## src/sv/cftp_sqrt.sv

```systemverilog
// pipelined digit-by-digit integer square root, one result bit per stage
// floor root of a 2*RW bit radicand; no package use
module cftp_sqrt #(
  parameter int RW = 20
) (
  input  logic            clk_i,
  input  logic [2*RW-1:0] rad_i,
  output logic [RW-1:0]   root_o
);

  localparam int TW = 2 * RW + 1;

  logic [2*RW-1:0] rem_q [RW];
  logic [RW-1:0]   res_q [RW];

  for (genvar s = 0; s < RW; s++) begin : g_stage
    localparam int Bit = RW - 1 - s;
    logic [2*RW-1:0] rem_in;
    logic [RW-1:0]   res_in;
    logic [TW-1:0]   trial;
    logic            ge;

    if (s == 0) begin : g_first
      assign rem_in = rad_i;
      assign res_in = '0;
    end else begin : g_next
      assign rem_in = rem_q[s-1];
      assign res_in = res_q[s-1];
    end

    // rem = rad - res^2; next bit fits when rem >= (2*res + 2^b) * 2^b
    always_comb begin
      trial = (TW'(res_in) << (Bit + 1)) + (TW'(1) << (2 * Bit));
      ge    = TW'(rem_in) >= trial;
    end

    always_ff @(posedge clk_i) begin
      rem_q[s] <= ge ? rem_in - trial[2*RW-1:0] : rem_in;
      res_q[s] <= ge ? (res_in | (RW'(1) << Bit)) : res_in;
    end
  end

  assign root_o = res_q[RW-1];

endmodule

```

## config.mk

```make
export PLATFORM = sky130hd
export DESIGN_NAME = cftp_sqrt
export DESIGN_NICKNAME = d
export VERILOG_FILES = /design/src/sv/cftp_sqrt.sv
export SDC_FILE = /design/constraint.sdc
export NUM_CORES = 1
export LEC_CHECK = 0
export CORE_UTILIZATION = 50
export DETAILED_ROUTE_END_ITERATION = 10
export DONT_BUFFER_PORTS = 1
export PLACE_DENSITY = 0.74
export SETUP_SLACK_MARGIN = 0.05
export SLEW_MARGIN = 20
export SYNTH_ARGS = -nofsm -noshare
export SYNTH_HDL_FRONTEND = slang
export SYNTH_SLANG_ARGS = --single-unit
```

## constraint.sdc

```tcl
create_clock -name clk_i -period 3.15 [get_ports clk_i]
set_input_delay 0.945 -clock clk_i [delete_from_list [all_inputs] [get_ports clk_i]]
set_output_delay 0.945 -clock clk_i [all_outputs]
set_load 0.01 [all_outputs]
```

==> results.yml, run 1 <==
run_status:
  status: "finished clean"
finish:
  layout_commonest_cell: "dfxtp_1"
  layout-drive-gt1-share: 0.0914
  fin_area_sq_um: 41500
  n_fill_cell: 5865
  fin_nets: 3977
  syn_to_final_growth_pct: 13.7
  layout_common_cells: "969 x dfxtp_1, 277 x inv_1, 240 x nand2_1, 219 x ha_1, 187 x nor2_1"
logic_synthesis:
  ys_warn_count: 0
  synth_ff_type: "dfxtp_1"
  synth_top_family_by_area: "simple AND/OR/NAND/NOR gates"
  synthCells: 3592
  synth_area_per_cell_sq_um: 10.2
  synthSimpleGateAreaFrac: 0.150
  seq_area_frac_synth: 0.532
  synth_xor_area_frac: 0.0765
  synthDistinctLibCells: 94
  synth_compound_area_frac: 0.118
  synth_edf_count: 0
  synth-seq-cells: 970
  synthArstFlopShare: 0
  muxShareOfSynthArea: 0.00829
  synth_area_sq_um: 36500
  synthAdderAreaFrac: 0.0774
  syn-num-nets: 3859
clock_tree:
  cts-root-buf: "clkbuf_16"
  cts.clk_slew.worst_paths_ns: 0.07
  cts_hold_buf: 0
  htreeDepth: 3
  clkSinkCount: 970
  cts_buffer_depth: 3
  cts_buffers: 89
  insertion_delay_ns: 0.67
  cts_tree: "done"
sta:
  rsz0062_at_grt: "yes"
  hold_viol: 0
  setup_violations: 0
  skew_ns: 0.0612
  maxSlewHeadroom: 0.453
  worst_slack_ns: 0.122
  min_period_ns: 3.03
  fin_crit_sh: 0.961
  drv_slew: 0
  tightest_slew_ns: 0.816
  tns_ns: 0
  fmax_mhz: 330
die:
  initial_core_util: 0.508
  io_pins: 61
  dieArea_sq_um: 74100
  core_sq_um: 71900
  die_h_um: 272
  rows: 98
  fp.dieW_um: 272
worst_setup_path:
  arrival_ns: 3.54
  slowest_stage: "or4b_4"
  crit_top_cell: "or4b_4"
  crit_family: "simple AND/OR/NAND/NOR gates"
  path_cells: "inv_2 > ha_4 > or4b_4 > nor4_4 > and4_1 > a211oi_2 > o41ai_4 > nand2b_1 > or4b_4 > xnor2_2"
  worst-path-buf-inv: 1
  end_kind: "flop"
  r2r-start: "res_q[12][7]"
  worstPathRequired_ns: 3.66
  slowest_delay_ns: 0.51
  crit_fanout: 4
  worstSetupPathType: "flop to flop"
  crit_start: "res_q[12][7]"
  start_kind: "flop"
drt:
  drc_errors: 0
  wl_per_cell_um: 16.4
  via_count: 25300
  postRouteAntennaNets: 0
  drtIter0Drc: 1416
  wl_um: 77600
  vias_per_cell: 5.35
  firstDrtPassIters: 5
global_routing:
  use_met1: 0.233
  first_global_vias: 25300
  met2_usage: 0.392
  grt_pass1_wl_um: 126000
  grt_max_degree: 35
  grt_antenna_before_repair: 0
  met3_usage: 0.0302
  grt_use_total: 0.207
  busiest_layer: "met2"
  grt_overflow_total: 0
placement:
  hpwl_um: 58600
  portBuffers: 0
  dpl-instance-area_sq_um: 38100
  preCtsSetupSlack_ns: -0.279
  gp_congestion: 0.893
pwr:
  ir_worst_vdd_mv: 0.666
  finalPower_mw: 39.4
  p_per_area_nw_per_um2: 949
  p_leak_nw: 18.6
min_path:
  min_path_type: "input port to flop"
  hold_path.startpoint: "rad_i[10]"
run:
  maxCapViolCount: 0
sequential cells by signal (all words and copies together) (netlist names):
register	cells
rem_q	760
res_q	210
report_power, final:
group | leakage [nW] | internal (mW) | switching [mW] | total [mW]
logic | 8.98 | 4.83 | 5.73 | 10.6
registers | 8.13 | 15.2 | 2.39 | 17.6
clock network | 1.52 | 6.49 | 4.74 | 11.2
metrics by stage:
stage,std cells,util,hold slack [ns]
after floorplan,3592,-,0.322
after global placement,4566,0.530,0.328
after detailed placement,4566,0.530,0.328
after CTS,4731,0.574,0.248
after global routing,4734,0.578,0.244
final,4735,0.578,0.281
logic make-up (layout without fill, tap and decap cells):
group           Yosys count  after routing
xor+xnor                318            318
buf+inv                 346            538
fa+ha+maj               226            226
compound gates          674            674
simple gates           1031           1031
other cells               0              1
mux                      27             27
flops                   970            970
worst paths after layout:
kind | end | slack [ns] | depth (start not counted)
max reg2reg | rem_q[13][34] | 0.12 | 10
min reg2reg | rem_q[9][19] | 0.32 | 0
min | rem_q[0][10] | 0.28 | 0
max | rem_q[13][34] | 0.12 | 10
Yosys cell counts (14+ instances only):
cell type,instances,area share
a211oi_1,19,0.0039
a21o_1,60,0.012
a21oi_1,176,0.024
a31oi_1,18,0.0031
and2_1,16,0.0027
buf_2,15,0.0021
clkbuf_1,42,0.0043
dfxtp_1,970,0.53
ha_1,226,0.077
inv_1,278,0.029
mux2_2,14,0.0043
nand2_1,240,0.025
nand2b_1,46,0.0079
nand3_1,51,0.0070
nand4_1,43,0.0074
nor2_1,189,0.019
nor2b_1,36,0.0062
nor3_1,104,0.014
nor4_1,118,0.020
nor4b_1,25,0.0060
o21a_1,61,0.013
o21ai_0,183,0.025
o31ai_1,31,0.0064
or2_2,16,0.0027
or3_1,42,0.0072
or4_1,27,0.0056
xnor2_1,153,0.037
xor2_1,164,0.039
cell type report:
type                    count  area, sq um  area share
multi-input cells        2276        16000       0.385
clock buffers             126         2520      0.0606
repair buffers             92          698      0.0168
diodes                      1         2.50   0.0000603
well taps                 950         1190      0.0286
clock inverters            39          632      0.0152
flip-flops and latches    970        19400       0.468
inverters                 281         1060      0.0254
metal layers:
| metal | part of all wire | vias up |
|---|---|---|
| met5 | 0 | - |
| met2 | 0.52 | 404 |
| met1 | 0.42 | 12000 |
| met3 | 0.028 | 166 |
| li1 | - | 12800 |
| met4 | 0.032 | 0 |
repair_timing:
item                       4_1_cts  5_1_grt
setup endpoints to repair       12       63
gates resized for setup          7       42
buffers inserted                 0        3
cloned                           0        0
pin swaps                        1       13
No activity file was read; power rests on OpenSTA's default activity.
==> run 2, diff against run 1 <==
Settings changed: PLACE_DENSITY 0.74 to default.
==> run 2 against run 1 <==
First-iteration DRC count shrank 11%. Power grew 2.0%. Clock-buffer cell count shrank 2. Global-route usage grew 1.6 points. Clock power is essentially flat. Clock skew shrank 0.016 ns. Hold slack gained 0.0086 ns. Via count is essentially flat. Sequential share of layout area shrank 0.51 points. Critical endpoint is now rem_q[17][31]. Largest power group unchanged.
==> results.yml, run 2 (synthesis results as in run 1) <==
worst_setup_path:
  worstSetupPathType: "flop to flop"
  slowest_stage: "or4_1"
  crit_fanout: 5
  rr_endpoint: "rem_q[17][31]"
  r2r-start: "rem_q[16][30]"
  crit_start: "rem_q[16][30]"
  r2r_setup_slack_ns: 0.15
  timing.reg2reg.worst_path_depth: 10
  worstPathRequired_ns: 3.66
  critical_path.endpoint: "rem_q[17][31]"
  slowest_delay_ns: 0.58
  path_cells: "or4_1 > or3_1 > nor4_2 > o31ai_2 > buf_4 > nor3_4 > inv_2 > o211ai_1 > nor3_1 > xor2_1"
  arrival_ns: 3.51
  start_kind: "flop"
  end_kind: "flop"
pwr:
  p_switching_mw: 13.2
  clkPwrFrac: 0.287
  ir_worst_vdd_mv: 0.721
  p_leak_nw: 18.8
  p_per_area_nw_per_um2: 958
  p_sw_frac: 0.329
  finalPower_mw: 40.2
  p_int_mw: 27.0
  combinationalPowerShare: 0.273
  pwr-share-seq: 0.440
drt:
  wl_per_cell_um: 17.3
  via_count: 25300
  firstDrtPassIters: 5
  wl_um: 82400
  drc_errors: 0
  postRouteAntennaNets: 0
  drtIter0Drc: 1266
  vias_per_cell: 5.32
min_path:
  min_path_type: "input port to flop"
  whs_path_depth: 0
die:
  initial_core_util: 0.508
  rows: 98
  dieArea_sq_um: 74100
  io_pins: 61
  core_sq_um: 71900
  fp.dieW_um: 272
  die_h_um: 272
clock_tree:
  cts.clk_slew.worst_paths_ns: 0.06
  cts_tree: "done"
  cts_buffer_depth: 3
  cts_hold_buf: 0
  cts_buffers: 94
  cts-root-buf: "clkbuf_16"
  htreeDepth: 3
  clkSinkCount: 970
  insertion_delay_ns: 0.66
sta:
  tns_ns: 0
  fin_crit_sh: 0.953
  drv_slew: 0
  maxSlewHeadroom: 0.477
  fmax_mhz: 333
  rsz0062_at_grt: "yes"
  tightest_slew_ns: 0.778
  hold_ws_ns: 0.290
  hold_viol: 0
  worst_slack_ns: 0.147
  min_period_ns: 3.00
  setup_violations: 0
  skew_ns: 0.0448
finish:
  largest_reg_flops: 760
  fin_nets: 4007
  fin_area_sq_um: 42000
  final_cells: 4761
  diodes: 0
  layout_common_cells: "968 x dfxtp_1, 278 x inv_1, 240 x nand2_1, 217 x ha_1, 185 x nor2_1"
  layout_commonest_cell: "dfxtp_1"
  regMostFlops: "rem_q"
  syn_to_final_growth_pct: 14.9
  reg_top3: "rem_q x760, res_q x210"
  utilization: 0.584
  layout-drive-gt1-share: 0.104
placement:
  portBuffers: 0
  preCtsSetupSlack_ns: -0.340
  gp_congestion: 0.868
  hpwl_um: 64500
  dpl-instance-area_sq_um: 38300
  post-place-cells: 4587
global_routing:
  first_global_vias: 25600
  grt_pass1_wl_um: 133000
  met3_usage: 0.0298
  grt_antenna_before_repair: 1
  grt_use_total: 0.223
  grt_overflow_total: 0
  met2_usage: 0.401
  busiest_layer: "met2"
  grt_max_degree: 35
  use_met1: 0.275
run:
  maxCapViolCount: 0
run_status:
  status: "finished clean"
[run 2: changes by cell type in the layout (fill, tap and decap cells not counted), moves of 4 or more]
cell	delta
clkbuf_1	-10
clkbuf_16	+5
buf_4	+23
a2111oi_2	+4
[run 2: what timing repair did]
item	4_1_cts	5_1_grt
endpoints found under the setup margin	24	107
gates resized for setup	16	57
pin swaps	1	14
buffers inserted	2	5
[run 2: final cells by class]
type / instances / area, sq um
tap: 950 / 1190
inverter: 281 / 1060
multi-input combinational: 2276 / 16100
fill: 6108 / 29900
timing repair buffer: 117 / 902
clock buffer: 124 / 2650
clock inverter: 43 / 649
sequential: 970 / 19400
[run 2: worst min-delay path by stage]
stage | from | end | slack [ns]
finish | rad_i[16] | rem_q[0][16] | 0.29
global route | rad_i[16] | rem_q[0][16] | 0.24
CTS | rad_i[3] | rem_q[0][3] | 0.25
detailed placement | rem_q[3][27] | rem_q[4][27] | 0.33
global placement | rem_q[3][0] | rem_q[4][0] | 0.33
floorplan | rem_q[11][4] | rem_q[12][4] | 0.32
[run 2: worst max-delay path, delay by kind of cell (launching register included)]
kind | cells | cell delay [ns]
compound gates | 2 | 0.31
xor+xnor | 1 | 0.16
buf+inv | 2 | 0.26
flops | 1 | 0.37
simple gates | 5 | 1.77
[run 2: power by group through the flow]
stage               combinational (mW)  sequential, mW  clock (mW)
floorplan                         8.24            16.9           0
global placement                  10.6            18.0           0
detailed placement                10.7            18.0           0
CTS                               10.8            17.7        11.8
global route                      12.3            18.0        12.4
finish                            11.0            17.7        11.5
[run 2: per-layer routing]
layer  share of wire  wire length, um
met1            0.44            36400
met2            0.50            41400
met3           0.030             2470
met4           0.025             2070
met5               0                0
